`src/rtl/sls_pkg.sv`:
```
`timescale 1ns / 1ps
// ----------------------------------------------------------------------------
// sls_pkg - shared types and constants of the status LED sequencer
// Command and level codes, register indexes, reset values, colour levels
// and the structs passed between the sequencer modules.
// ----------------------------------------------------------------------------
package sls_pkg;

	localparam int unsigned CMD_W   = 2;
	localparam int unsigned LVL_W   = 2;
	localparam int unsigned TICK_W  = 16;
	localparam int unsigned COLOR_W = 8;
	localparam int unsigned REG_IDX_W = 3;
	localparam int unsigned REG_DATA_W = 16;

	// item command codes
	localparam logic [CMD_W-1:0] CMD_TICK  = 2'd0;
	localparam logic [CMD_W-1:0] CMD_STATE = 2'd1;
	localparam logic [CMD_W-1:0] CMD_EVENT = 2'd2;

	// status levels
	localparam logic [LVL_W-1:0] LVL_NONE  = 2'd0;
	localparam logic [LVL_W-1:0] LVL_INFO  = 2'd1;
	localparam logic [LVL_W-1:0] LVL_WARN  = 2'd2;
	localparam logic [LVL_W-1:0] LVL_ERROR = 2'd3;

	// configuration register indexes
	localparam logic [REG_IDX_W-1:0] REG_SINGLE_PIN_MODE   = 3'd0;
	localparam logic [REG_IDX_W-1:0] REG_INVERT_PIN        = 3'd1;
	localparam logic [REG_IDX_W-1:0] REG_INFO_HALF_PERIOD  = 3'd2;
	localparam logic [REG_IDX_W-1:0] REG_WARN_HALF_PERIOD  = 3'd3;
	localparam logic [REG_IDX_W-1:0] REG_ERROR_HALF_PERIOD = 3'd4;
	localparam logic [REG_IDX_W-1:0] REG_INFO_PULSE_LEN    = 3'd5;
	localparam logic [REG_IDX_W-1:0] REG_WARN_PULSE_LEN    = 3'd6;

	// register reset values
	localparam logic [TICK_W-1:0] INFO_HALF_PERIOD_RST  = 16'd1000;
	localparam logic [TICK_W-1:0] WARN_HALF_PERIOD_RST  = 16'd600;
	localparam logic [TICK_W-1:0] ERROR_HALF_PERIOD_RST = 16'd300;
	localparam logic [TICK_W-1:0] INFO_PULSE_LEN_RST    = 16'd35;
	localparam logic [TICK_W-1:0] WARN_PULSE_LEN_RST    = 16'd80;

	localparam logic [COLOR_W-1:0] COLOR_FULL = 8'd255;
	localparam logic [COLOR_W-1:0] COLOR_OFF  = 8'd0;

	typedef struct packed {
		logic              single_pin_mode;
		logic              invert_pin;
		logic [TICK_W-1:0] info_half_period;
		logic [TICK_W-1:0] warn_half_period;
		logic [TICK_W-1:0] error_half_period;
		logic [TICK_W-1:0] info_pulse_len;
		logic [TICK_W-1:0] warn_pulse_len;
	} cfg_t;

	typedef struct packed {
		logic              blink_active;
		logic              lit_phase;
		logic [LVL_W-1:0]  shown_level;
		logic [TICK_W-1:0] phase_ticks;
		logic              pulse_active;
		logic [TICK_W-1:0] pulse_ticks_left;
		logic              error_latch;
		logic              error_blink_started;
	} led_state_t;

	typedef struct packed {
		logic [COLOR_W-1:0] red;
		logic [COLOR_W-1:0] green;
		logic [COLOR_W-1:0] blue;
		logic               pin_level;
		logic               blinking;
		logic               pulsing;
		logic               error_latched;
	} res_t;

endpackage

```
`src/rtl/sls_item_if.sv`:
```
`timescale 1ns / 1ps
// ----------------------------------------------------------------------------
// sls_item_if - input item channel
// Valid/ready channel carrying one command and its level per beat.
// ----------------------------------------------------------------------------
interface sls_item_if;
	logic                        valid;
	logic                        ready;
	logic [sls_pkg::CMD_W-1:0]   cmd;
	logic [sls_pkg::LVL_W-1:0]   level;

	modport source (output valid, output cmd, output level, input ready);
	modport sink   (input valid, input cmd, input level, output ready);
endinterface

```
`src/rtl/sls_result_if.sv`:
```
`timescale 1ns / 1ps
// ----------------------------------------------------------------------------
// sls_result_if - result channel
// Valid/ready channel carrying the LED view after each item.
// ----------------------------------------------------------------------------
interface sls_result_if;
	logic                          valid;
	logic                          ready;
	logic [sls_pkg::COLOR_W-1:0]   red;
	logic [sls_pkg::COLOR_W-1:0]   green;
	logic [sls_pkg::COLOR_W-1:0]   blue;
	logic                          pin_level;
	logic                          blinking;
	logic                          pulsing;
	logic                          error_latched;

	modport source (output valid, output red, output green, output blue,
		output pin_level, output blinking, output pulsing, output error_latched,
		input ready);
	modport sink   (input valid, input red, input green, input blue,
		input pin_level, input blinking, input pulsing, input error_latched,
		output ready);
endinterface

```
`src/rtl/sls_cfg_if.sv`:
```
`timescale 1ns / 1ps
// ----------------------------------------------------------------------------
// sls_cfg_if - configuration write channel
// Valid/ready channel carrying a register index and its write data.
// ----------------------------------------------------------------------------
interface sls_cfg_if;
	logic                               valid;
	logic                               ready;
	logic [sls_pkg::REG_IDX_W-1:0]      index;
	logic [sls_pkg::REG_DATA_W-1:0]     data;

	modport source (output valid, output index, output data, input ready);
	modport sink   (input valid, input index, input data, output ready);
endinterface

```
`src/rtl/sls_cfg_regs.sv`:
```
`timescale 1ns / 1ps
// ----------------------------------------------------------------------------
// sls_cfg_regs - configuration register file
// Takes one register write per beat; unknown indexes are dropped.
// ----------------------------------------------------------------------------
module sls_cfg_regs (
	input  logic           clk,
	input  logic           arst_n,
	sls_cfg_if.sink        cfg,
	output sls_pkg::cfg_t  cfg_q
);

	logic wr;

	assign cfg.ready = 1'b1;
	assign wr        = cfg.valid;

	always_ff @(posedge clk or negedge arst_n) begin
		if (!arst_n) begin
			cfg_q.single_pin_mode   <= 1'b0;
			cfg_q.invert_pin        <= 1'b0;
			cfg_q.info_half_period  <= sls_pkg::INFO_HALF_PERIOD_RST;
			cfg_q.warn_half_period  <= sls_pkg::WARN_HALF_PERIOD_RST;
			cfg_q.error_half_period <= sls_pkg::ERROR_HALF_PERIOD_RST;
			cfg_q.info_pulse_len    <= sls_pkg::INFO_PULSE_LEN_RST;
			cfg_q.warn_pulse_len    <= sls_pkg::WARN_PULSE_LEN_RST;
		end else if (wr) begin
			case (cfg.index)
				sls_pkg::REG_SINGLE_PIN_MODE:   cfg_q.single_pin_mode   <= cfg.data[0];
				sls_pkg::REG_INVERT_PIN:        cfg_q.invert_pin        <= cfg.data[0];
				sls_pkg::REG_INFO_HALF_PERIOD:  cfg_q.info_half_period  <= cfg.data;
				sls_pkg::REG_WARN_HALF_PERIOD:  cfg_q.warn_half_period  <= cfg.data;
				sls_pkg::REG_ERROR_HALF_PERIOD: cfg_q.error_half_period <= cfg.data;
				sls_pkg::REG_INFO_PULSE_LEN:    cfg_q.info_pulse_len    <= cfg.data;
				sls_pkg::REG_WARN_PULSE_LEN:    cfg_q.warn_pulse_len    <= cfg.data;
				default: ;
			endcase
		end
	end

endmodule

```
`src/rtl/sls_seq_core.sv`:
```
`timescale 1ns / 1ps
// ----------------------------------------------------------------------------
// sls_seq_core - blink / pulse / error latch sequencer
// Updates the LED state once per accepted item and exposes the next state.
// ----------------------------------------------------------------------------
module sls_seq_core (
	input  logic                         clk,
	input  logic                         arst_n,
	input  logic                         accept,
	input  logic [sls_pkg::CMD_W-1:0]    cmd,
	input  logic [sls_pkg::LVL_W-1:0]    level,
	input  sls_pkg::cfg_t                cfg,
	output sls_pkg::led_state_t          st_q,
	output sls_pkg::led_state_t          st_next
);

	logic [sls_pkg::TICK_W-1:0] half_period;
	logic [sls_pkg::TICK_W-1:0] phase_inc;
	logic [sls_pkg::TICK_W-1:0] pulse_len;

	// Half period of the shown level, zero reads as one tick
	always_comb begin
		case (st_q.shown_level)
			sls_pkg::LVL_INFO: half_period = cfg.info_half_period;
			sls_pkg::LVL_WARN: half_period = cfg.warn_half_period;
			default:           half_period = cfg.error_half_period;
		endcase
		if (half_period == '0) begin
			half_period = sls_pkg::TICK_W'(1);
		end
	end

	assign phase_inc = st_q.phase_ticks + sls_pkg::TICK_W'(1);

	always_comb begin
		pulse_len = (level == sls_pkg::LVL_INFO) ? cfg.info_pulse_len : cfg.warn_pulse_len;
		if (pulse_len == '0) begin
			pulse_len = sls_pkg::TICK_W'(1);
		end
	end

	always_comb begin
		st_next = st_q;
		case (cmd)
			sls_pkg::CMD_TICK: begin
				if (st_q.blink_active) begin
					if (phase_inc >= half_period) begin
						st_next.lit_phase   = ~st_q.lit_phase;
						st_next.phase_ticks = '0;
					end else begin
						st_next.phase_ticks = phase_inc;
					end
				end else if (st_q.pulse_active) begin
					if (st_q.pulse_ticks_left <= sls_pkg::TICK_W'(1)) begin
						// pulse over: go dark, or start error blink once
						st_next.pulse_active     = 1'b0;
						st_next.pulse_ticks_left = '0;
						st_next.shown_level      = sls_pkg::LVL_NONE;
						st_next.phase_ticks      = '0;
						st_next.lit_phase        = 1'b0;
						if (st_q.error_latch && !st_q.error_blink_started) begin
							st_next.error_blink_started = 1'b1;
							st_next.blink_active        = 1'b1;
							st_next.lit_phase           = 1'b1;
							st_next.shown_level         = sls_pkg::LVL_ERROR;
						end
					end else begin
						st_next.pulse_ticks_left = st_q.pulse_ticks_left - sls_pkg::TICK_W'(1);
					end
				end
			end
			sls_pkg::CMD_STATE: begin
				if (!st_q.error_latch || level == sls_pkg::LVL_ERROR) begin
					st_next.blink_active     = (level != sls_pkg::LVL_NONE);
					st_next.lit_phase        = (level != sls_pkg::LVL_NONE);
					st_next.shown_level      = level;
					st_next.phase_ticks      = '0;
					st_next.pulse_active     = 1'b0;
					st_next.pulse_ticks_left = '0;
				end
			end
			sls_pkg::CMD_EVENT: begin
				if (level != sls_pkg::LVL_NONE && !st_q.error_latch) begin
					if (level == sls_pkg::LVL_ERROR) begin
						st_next.error_latch = 1'b1;
						// during a pulse the blink waits for its end
						if (!st_q.pulse_active && !st_q.error_blink_started) begin
							st_next.error_blink_started = 1'b1;
							st_next.blink_active        = 1'b1;
							st_next.lit_phase           = 1'b1;
							st_next.shown_level         = sls_pkg::LVL_ERROR;
							st_next.phase_ticks         = '0;
							st_next.pulse_active        = 1'b0;
							st_next.pulse_ticks_left    = '0;
						end
					end else begin
						st_next.blink_active     = 1'b0;
						st_next.lit_phase        = 1'b0;
						st_next.phase_ticks      = '0;
						st_next.pulse_active     = 1'b1;
						st_next.pulse_ticks_left = pulse_len;
						st_next.shown_level      = level;
					end
				end
			end
			default: ;
		endcase
	end

	always_ff @(posedge clk or negedge arst_n) begin
		if (!arst_n) begin
			st_q <= '0;
		end else if (accept) begin
			st_q <= st_next;
		end
	end

endmodule

```
`src/rtl/sls_out_stage.sv`:
```
`timescale 1ns / 1ps
// ----------------------------------------------------------------------------
// sls_out_stage - result formatting and output buffer
// Maps LED state to colours or pin level; output register plus skid entry.
// ----------------------------------------------------------------------------
module sls_out_stage (
	input  logic                  clk,
	input  logic                  arst_n,
	input  logic                  push,
	input  sls_pkg::led_state_t   st,
	input  sls_pkg::cfg_t         cfg,
	output logic                  space,
	sls_result_if.source          result
);

	logic          lit;
	logic          red_on;
	logic          green_on;
	sls_pkg::res_t res_new;
	sls_pkg::res_t out_data_q;
	sls_pkg::res_t skid_data_q;
	logic          out_valid_q;
	logic          skid_valid_q;
	logic          out_free;

	always_comb begin
		lit      = st.pulse_active || (st.blink_active && st.lit_phase);
		red_on   = lit && (st.shown_level inside {sls_pkg::LVL_WARN, sls_pkg::LVL_ERROR});
		green_on = lit && (st.shown_level inside {sls_pkg::LVL_INFO, sls_pkg::LVL_WARN});

		res_new.red           = (red_on && !cfg.single_pin_mode) ? sls_pkg::COLOR_FULL
			: sls_pkg::COLOR_OFF;
		res_new.green         = (green_on && !cfg.single_pin_mode) ? sls_pkg::COLOR_FULL
			: sls_pkg::COLOR_OFF;
		res_new.blue          = sls_pkg::COLOR_OFF;
		res_new.pin_level     = cfg.single_pin_mode && ((red_on || green_on) ^ cfg.invert_pin);
		res_new.blinking      = st.blink_active;
		res_new.pulsing       = st.pulse_active;
		res_new.error_latched = st.error_latch;
	end

	assign space    = ~skid_valid_q;
	assign out_free = ~out_valid_q | result.ready;

	always_ff @(posedge clk or negedge arst_n) begin
		if (!arst_n) begin
			out_valid_q  <= 1'b0;
			skid_valid_q <= 1'b0;
		end else if (out_free) begin
			out_valid_q  <= skid_valid_q | push;
			skid_valid_q <= 1'b0;
		end else if (push) begin
			skid_valid_q <= 1'b1;
		end
	end

	always_ff @(posedge clk) begin
		if (out_free) begin
			out_data_q <= skid_valid_q ? skid_data_q : res_new;
		end else if (push) begin
			skid_data_q <= res_new;
		end
	end

	assign result.valid         = out_valid_q;
	assign result.red           = out_data_q.red;
	assign result.green         = out_data_q.green;
	assign result.blue          = out_data_q.blue;
	assign result.pin_level     = out_data_q.pin_level;
	assign result.blinking      = out_data_q.blinking;
	assign result.pulsing       = out_data_q.pulsing;
	assign result.error_latched = out_data_q.error_latched;

endmodule

```
`src/rtl/status_led_sequencer_unit.sv`:
```
`timescale 1ns / 1ps
// ----------------------------------------------------------------------------
// status_led_sequencer_unit - status LED sequencer top level
// Runs blink patterns, one-shot log pulses and the error latch from a
// stream of tick, state and log event items; one result beat per item.
// ----------------------------------------------------------------------------
//
//  channel   dir   beat contents                     handshake
//  -------   ---   -------------------------------   -----------
//  item      in    cmd, level                        valid/ready
//  result    out   red, green, blue, pin_level,      valid/ready
//                  blinking, pulsing, error_latched
//  cfg       in    index, data (register write)      valid/ready
//
// One item per clock while the skid entry is free: the state update and the colour
// mapping are combinational between the state registers and the output register.
// The result is registered in the output register, or in the skid entry on a stall.
// A skid entry behind the output register keeps item.ready registered; it
// drops only after two results pile up behind a stalled result channel.
// Reset clears the LED state and loads the register defaults; cfg is always
// ready.
// ----------------------------------------------------------------------------
module status_led_sequencer_unit (
	input  logic           clk,
	input  logic           arst_n,
	sls_item_if.sink       item,
	sls_result_if.source   result,
	sls_cfg_if.sink        cfg
);

	sls_pkg::cfg_t       cfg_q;
	sls_pkg::led_state_t st_q;
	sls_pkg::led_state_t st_next;
	logic                space;
	logic                accept;

	// Hold the register set
	sls_cfg_regs u_cfg (
		.clk    (clk),
		.arst_n (arst_n),
		.cfg    (cfg),
		.cfg_q  (cfg_q)
	);

	// Take an item whenever the output side has room
	assign item.ready = space;
	assign accept     = item.valid & space;

	// Advance blink, pulse and error latch state per item
	sls_seq_core u_core (
		.clk     (clk),
		.arst_n  (arst_n),
		.accept  (accept),
		.cmd     (item.cmd),
		.level   (item.level),
		.cfg     (cfg_q),
		.st_q    (st_q),
		.st_next (st_next)
	);

	// Map the new state to colours and buffer the result beat
	sls_out_stage u_out (
		.clk    (clk),
		.arst_n (arst_n),
		.push   (accept),
		.st     (st_next),
		.cfg    (cfg_q),
		.space  (space),
		.result (result)
	);

	// Once set, the error latch stays set
	a_latch_sticky: assert property (@(posedge clk) disable iff (!arst_n)
		st_q.error_latch |=> st_q.error_latch)
		else $error("error latch cleared");

	// Blink and pulse never run together
	a_blink_pulse_excl: assert property (@(posedge clk) disable iff (!arst_n)
		!(st_q.blink_active && st_q.pulse_active))
		else $error("blink and pulse both active");

	// Error blink only starts from a set latch
	a_started_needs_latch: assert property (@(posedge clk) disable iff (!arst_n)
		st_q.error_blink_started |-> st_q.error_latch)
		else $error("error blink started without latch");

	// Every accepted item leaves a result waiting next cycle
	a_item_gives_result: assert property (@(posedge clk) disable iff (!arst_n)
		(item.valid && item.ready) |=> result.valid)
		else $error("accepted item produced no result");

endmodule

```
`src/flat_wrapper.sv`:
```
// flat-port wrapper written by rule: the top's interface ports become plain ports
module status_led_sequencer_unit_flat 
  (clk, arst_n, item_valid, item_cmd, item_level, item_ready, result_valid, result_red, result_green, result_blue, result_pin_level, result_blinking, result_pulsing, result_error_latched, result_ready, cfg_valid, cfg_index, cfg_data, cfg_ready);
  sls_item_if item_i ();
  sls_result_if result_i ();
  sls_cfg_if cfg_i ();
  input  logic clk;
  input  logic arst_n;
  input wire logic [$bits(item_i.valid)-1:0] item_valid;
  input wire logic [$bits(item_i.cmd)-1:0] item_cmd;
  input wire logic [$bits(item_i.level)-1:0] item_level;
  output wire logic [$bits(item_i.ready)-1:0] item_ready;
  output wire logic [$bits(result_i.valid)-1:0] result_valid;
  output wire logic [$bits(result_i.red)-1:0] result_red;
  output wire logic [$bits(result_i.green)-1:0] result_green;
  output wire logic [$bits(result_i.blue)-1:0] result_blue;
  output wire logic [$bits(result_i.pin_level)-1:0] result_pin_level;
  output wire logic [$bits(result_i.blinking)-1:0] result_blinking;
  output wire logic [$bits(result_i.pulsing)-1:0] result_pulsing;
  output wire logic [$bits(result_i.error_latched)-1:0] result_error_latched;
  input wire logic [$bits(result_i.ready)-1:0] result_ready;
  input wire logic [$bits(cfg_i.valid)-1:0] cfg_valid;
  input wire logic [$bits(cfg_i.index)-1:0] cfg_index;
  input wire logic [$bits(cfg_i.data)-1:0] cfg_data;
  output wire logic [$bits(cfg_i.ready)-1:0] cfg_ready;
  assign item_i.valid = item_valid;
  assign item_i.cmd = item_cmd;
  assign item_i.level = item_level;
  assign item_ready = item_i.ready;
  assign result_valid = result_i.valid;
  assign result_red = result_i.red;
  assign result_green = result_i.green;
  assign result_blue = result_i.blue;
  assign result_pin_level = result_i.pin_level;
  assign result_blinking = result_i.blinking;
  assign result_pulsing = result_i.pulsing;
  assign result_error_latched = result_i.error_latched;
  assign result_i.ready = result_ready;
  assign cfg_i.valid = cfg_valid;
  assign cfg_i.index = cfg_index;
  assign cfg_i.data = cfg_data;
  assign cfg_ready = cfg_i.ready;
  status_led_sequencer_unit u_core (.clk(clk), .arst_n(arst_n), .item(item_i), .result(result_i), .cfg(cfg_i));
endmodule
```
`config.mk`:
```
export PLATFORM = sky130hd
export DESIGN_NAME = status_led_sequencer_unit_flat
export DESIGN_NICKNAME = d
export VERILOG_FILES = /design/src/rtl/sls_pkg.sv /design/src/rtl/sls_item_if.sv /design/src/rtl/sls_result_if.sv /design/src/rtl/sls_cfg_if.sv /design/src/rtl/sls_cfg_regs.sv /design/src/rtl/sls_seq_core.sv /design/src/rtl/sls_out_stage.sv /design/src/rtl/status_led_sequencer_unit.sv /design/src/flat_wrapper.sv
export SDC_FILE = /design/constraint.sdc
export NUM_CORES = 1
export LEC_CHECK = 0
export BUFFER_PORTS_ARGS = -buffer_cell sky130_fd_sc_hd__buf_2
export CORE_MARGIN = 2
export CORE_UTILIZATION = 50
export DETAILED_ROUTE_END_ITERATION = 12
export GPL_ROUTABILITY_DRIVEN = 1
export GPL_TIMING_DRIVEN = 0
export HOLD_SLACK_MARGIN = 0.06
export PLACE_DENSITY = 0.75
export RECOVER_POWER = 50
export SLEW_MARGIN = 10
export SYNTH_ARGS = -nofsm -noshare
export SYNTH_HDL_FRONTEND = slang
export SYNTH_SLANG_ARGS = --single-unit
```
`constraint.sdc`:
```
create_clock -name clk -period 12.3 [get_ports clk]
set_clock_uncertainty 0.15 [all_clocks]
set_input_delay 2.46 -clock clk [delete_from_list [all_inputs] [get_ports clk]]
set_output_delay 2.46 -clock clk [all_outputs]
set_load 0.03 [all_outputs]
```
==> results_dict.tcl <==
set metrics [dict create \
    run_status "finished with violations" \
    violations "capacitance limit, slew limit" \
    cts-buffers-inserted 17 \
    globalRoute.totalOverflow 0 \
    slew_violations 44 \
    drt_iter0_markers 678 \
    synth_top_area_cell "dfrtp_1" \
    rows 45 \
    reg2reg_from "u_core.u_core.st_q[36]$_DFFE_PN0P_" \
    fin_crit_sh_pct 40.03 \
    place_inst 1001 \
    critical_path_class "reg2reg" \
    syn_avg_cell_area_sq_um 10.16 \
    io_pins 59 \
    hp-class "reg2reg" \
    diodes 0 \
    worst_slew_pin_slew_ns 2.402 \
    ys_types 73 \
    ff2ff_path_depth 18 \
    final_antenna_net_count 0 \
    p_leak_nw 3.810 \
    initial_core_util_pct 50.85 \
    ff2ff_setup_slack_ns 7.38 \
    core_area_sq_mm 0.01515 \
    endpoint_kind "flip-flop" \
    wl_per_cell_microns 17.12 \
    drc_errors 0 \
    yosys.area_share.xor_xnor_pct 1.820 \
    die_h_microns 128.1 \
    syn2layout_area_growth_pct 14.15 \
    grt_max_degree 81 \
    fmax_mhz 203.1 \
    htreeDepth 4 \
    max_cap_viol_count 1 \
    r2r_end "u_core.u_core.st_q[33]$_DFFE_PN0P_" \
    fin_tns_setup_ns 0 \
    cts_tree "done" \
    dpl.hpwl_microns 12760 \
    setup_ws_ns 7.376 \
    hold_end "u_core.u_cfg.cfg_q[48]$_DFFE_PN0P_" \
    grtUsageMet1_pct 30.84 \
    nNetsFinal 881 \
    path_clk_slew_ns 0.06 \
    firstDrtPassIters 6 \
    ir_worst_vdd_uv 107.7 \
    netlist.area_leader.share_pct 33.79 \
    crit_arrival_ns 5.13 \
    grtUsageTotal_pct 22.79 \
    holdBufCountCts 0 \
    numClockSinks 135 \
    die_w_microns 128.1 \
    vias 6008 \
    cts-root-to-sink-buffers 2 \
    synth-compound-area-share_pct 16.10 \
    synth.area.top_cells "dfrtp_1, mux2_2, dfstp_2, edfxtp_1, a21oi_1" \
    clkLatencyLatePin_ns 0.43 \
    hold_viol_final 0 \
    rsz0062_at_grt "no" \
    place_congestion 0.8981 \
    yosys_warnings 0 \
    postCtsSetupBuffers 0 \
    pre_cts_slack_ns 7.246 \
    die-area_sq_mm 0.01641 \
    routed_via_density 5.816 \
    setup_viol 0 \
    grt_pass1_wl_microns 29510 \
    cts_resized 0 \
    synth-seq-area-share_pct 44.96 \
    worstPathRequired_ns 12.51 \
    finalNonFillerCells 1033 \
    synth_area_sq_mm 0.007701 \
    min_period_ns 4.924 \
    path_max_fanout 10 \
    use_met3_pct 5.008 \
    drive_gt1_share_pct 28.28 \
    wl_microns 17690 \
    startpoint_type "flip-flop" \
    grt_pass1_vias 5870 \
    gr-max-usage-layer "met2" \
    synthSimpleGateAreaFrac_pct 15.74 \
    antenna_found_initial 0 \
    synth_fa_ha_area_share_pct 3.412 \
    slew_headroom_pct -60.11 \
    synth-seq-cells 135 \
    powerDensity_mw_per_mm2 158.3 \
    async_flop_share_pct 91.11 \
    grtUsageMet2_pct 36.40 \
    synth-edff-count 12 \
    synth_top_family_by_area "compound AO/OA/AOI/OAI gates" \
    whs_path_depth 1 \
    hp-start "u_core.u_cfg.cfg_q[48]$_DFFE_PN0P_" \
    cts_root_buf "clkbuf_16" \
    synthCells 758 \
    io_buffer_count 47 \
    yosys_most_used_dff "dfrtp_1" \
    muxShareOfSynthArea_pct 12.80 \
]
-- where the power goes --
part           total (mW)  internal (mW)  switching (mW)
clock               0.491          0.272           0.218
combinational       0.320          0.135           0.186
sequential          0.580          0.530          0.0500
-- synthesized netlist by cell type, drive strengths merged, types with 3 or more instances --
library cell	number
a21bo	3
mux2i	4
or4	4
or3	4
inv	14
buf	33
edfxtp	12
o31ai	6
nor3b	6
nor3	25
nor2b	9
dfstp	19
nor4	18
nand2b	8
and3	8
nand4b	3
nand3	14
xnor2	5
nor2	54
a22o	3
or2	3
a21oi	60
ha	21
xor2	11
nand2	66
mux2	84
dfrtp	104
clkbuf	26
a22oi	18
o21ai	56
a31oi	8
a21o	12
nand4	4
-- logic make-up after synthesis --
family / after synthesis
buffers and inverters: 73
AOI/OAI and AO/OA: 195
DFF: 135
and+or+nand+nor: 228
other: 2
adders and majority gates: 21
muxes: 88
xor gates and xnor gates: 16
-- layout make-up --
| type | count | area, sq um |
|---|---|---|
| plain buffers | 59 | 334.1 |
| clock buffers | 18 | 439.2 |
| clock inverters | 14 | 132.6 |
| fillers | 1284 | 6355 |
| inverters | 14 | 52.55 |
| multi-input cells | 557 | 3875 |
| flip-flops and latches | 135 | 3462 |
| well taps | 188 | 235.2 |
| repair buffers | 48 | 260.3 |
-- layer usage --
metal / vias up / share of wire, % / wire length (microns)
li1: 2891 / - / -
met5: - / 0 / 0
met2: 167 / 48 / 8424
met1: 2922 / 46 / 8164
met3: 28 / 4.0 / 715
met4: 0 / 2.2 / 384
-- cell usage in the layout, fill, tap and decap left out, types with 17 or more instances in the layout --
cell type  instances
clkbuf_16         17
buf_2             48
mux2_2            84
dfstp_2           19
dfrtp_1          104
buf_4             24
ha_1              21
o21ai_0           42
clkbuf_1          29
a22oi_1           18
nor2_1            54
nand2_1           66
nor3_1            19
a21oi_1           60
-- flip-flops by register name, indices dropped and copies added (netlist names) --
name	cells
u_core.u_out.result.green	1
u_core.u_core.st_q	39
u_core.u_out.skid_valid_q	1
u_core.u_cfg.cfg_q	82
u_core.u_out.result.pin_level	1
u_core.u_out.result.pulsing	1
u_core.u_out.result.valid	1
u_core.u_out.result.error_latched	1
u_core.u_out.result.red	1
u_core.u_out.result.blinking	1
u_core.u_out.skid_data_q	6
-- worst max-delay path by stage --
stage                                  startpoint                                      to  slack (ns)  cells past startpoint
6_report       u_core.u_core.st_q[36]$_DFFE_PN0P_      u_core.u_core.st_q[33]$_DFFE_PN0P_        7.38                     18
5_1_grt        u_core.u_core.st_q[36]$_DFFE_PN0P_      u_core.u_core.st_q[33]$_DFFE_PN0P_        7.02                     18
4_1_cts        u_core.u_core.st_q[36]$_DFFE_PN0P_      u_core.u_core.st_q[33]$_DFFE_PN0P_        7.38                     18
3_5_place_dp                         cfg_index[2]      u_core.u_cfg.cfg_q[79]$_DFFE_PN0P_        7.25                      5
3_3_place_gp                               arst_n       u_core.u_core.st_q[1]$_DFFE_PN0P_        7.05                      1
2_1_floorplan                         item_cmd[0]  u_core.u_out.result.green[6]$_DFFE_PN_        7.91                      7
-- stage by stage --
stage / power (mW) / instance area, sq um / util (%) / hold WS (ns)
finish: 1.391 / 8791 / 58.04 / 0.3590
global route: 1.459 / 8791 / 58.04 / 0.3756
CTS: 1.395 / 8803 / 58.12 / 0.3592
detailed placement: 0.9024 / 8232 / 54.35 / 0.3445
global placement: 0.8894 / 8198 / 54.13 / 0.3377
floorplan: 0.8069 / 7727 / - / 0.3216
-- critical path, cell delays in order, from the launching register on --
cell and delay (ns):
dfrtp_1 0.43, inv_1 0.16, ha_1 0.21, buf_1 0.21, clkbuf_1 0.30, a22oi_1 0.26, nor2_1 0.09, a21oi_1 0.31
nand4_1 0.17, nor4_1 0.31, a211o_1 0.14, ha_1 0.19, nor2b_4 0.05, o211a_1 0.23, o311ai_4 0.35, nand3_2 0.13
nor4_2 0.79, a21boi_0 0.21, o21ai_1 0.15
(Power assumes the default switching activity.)
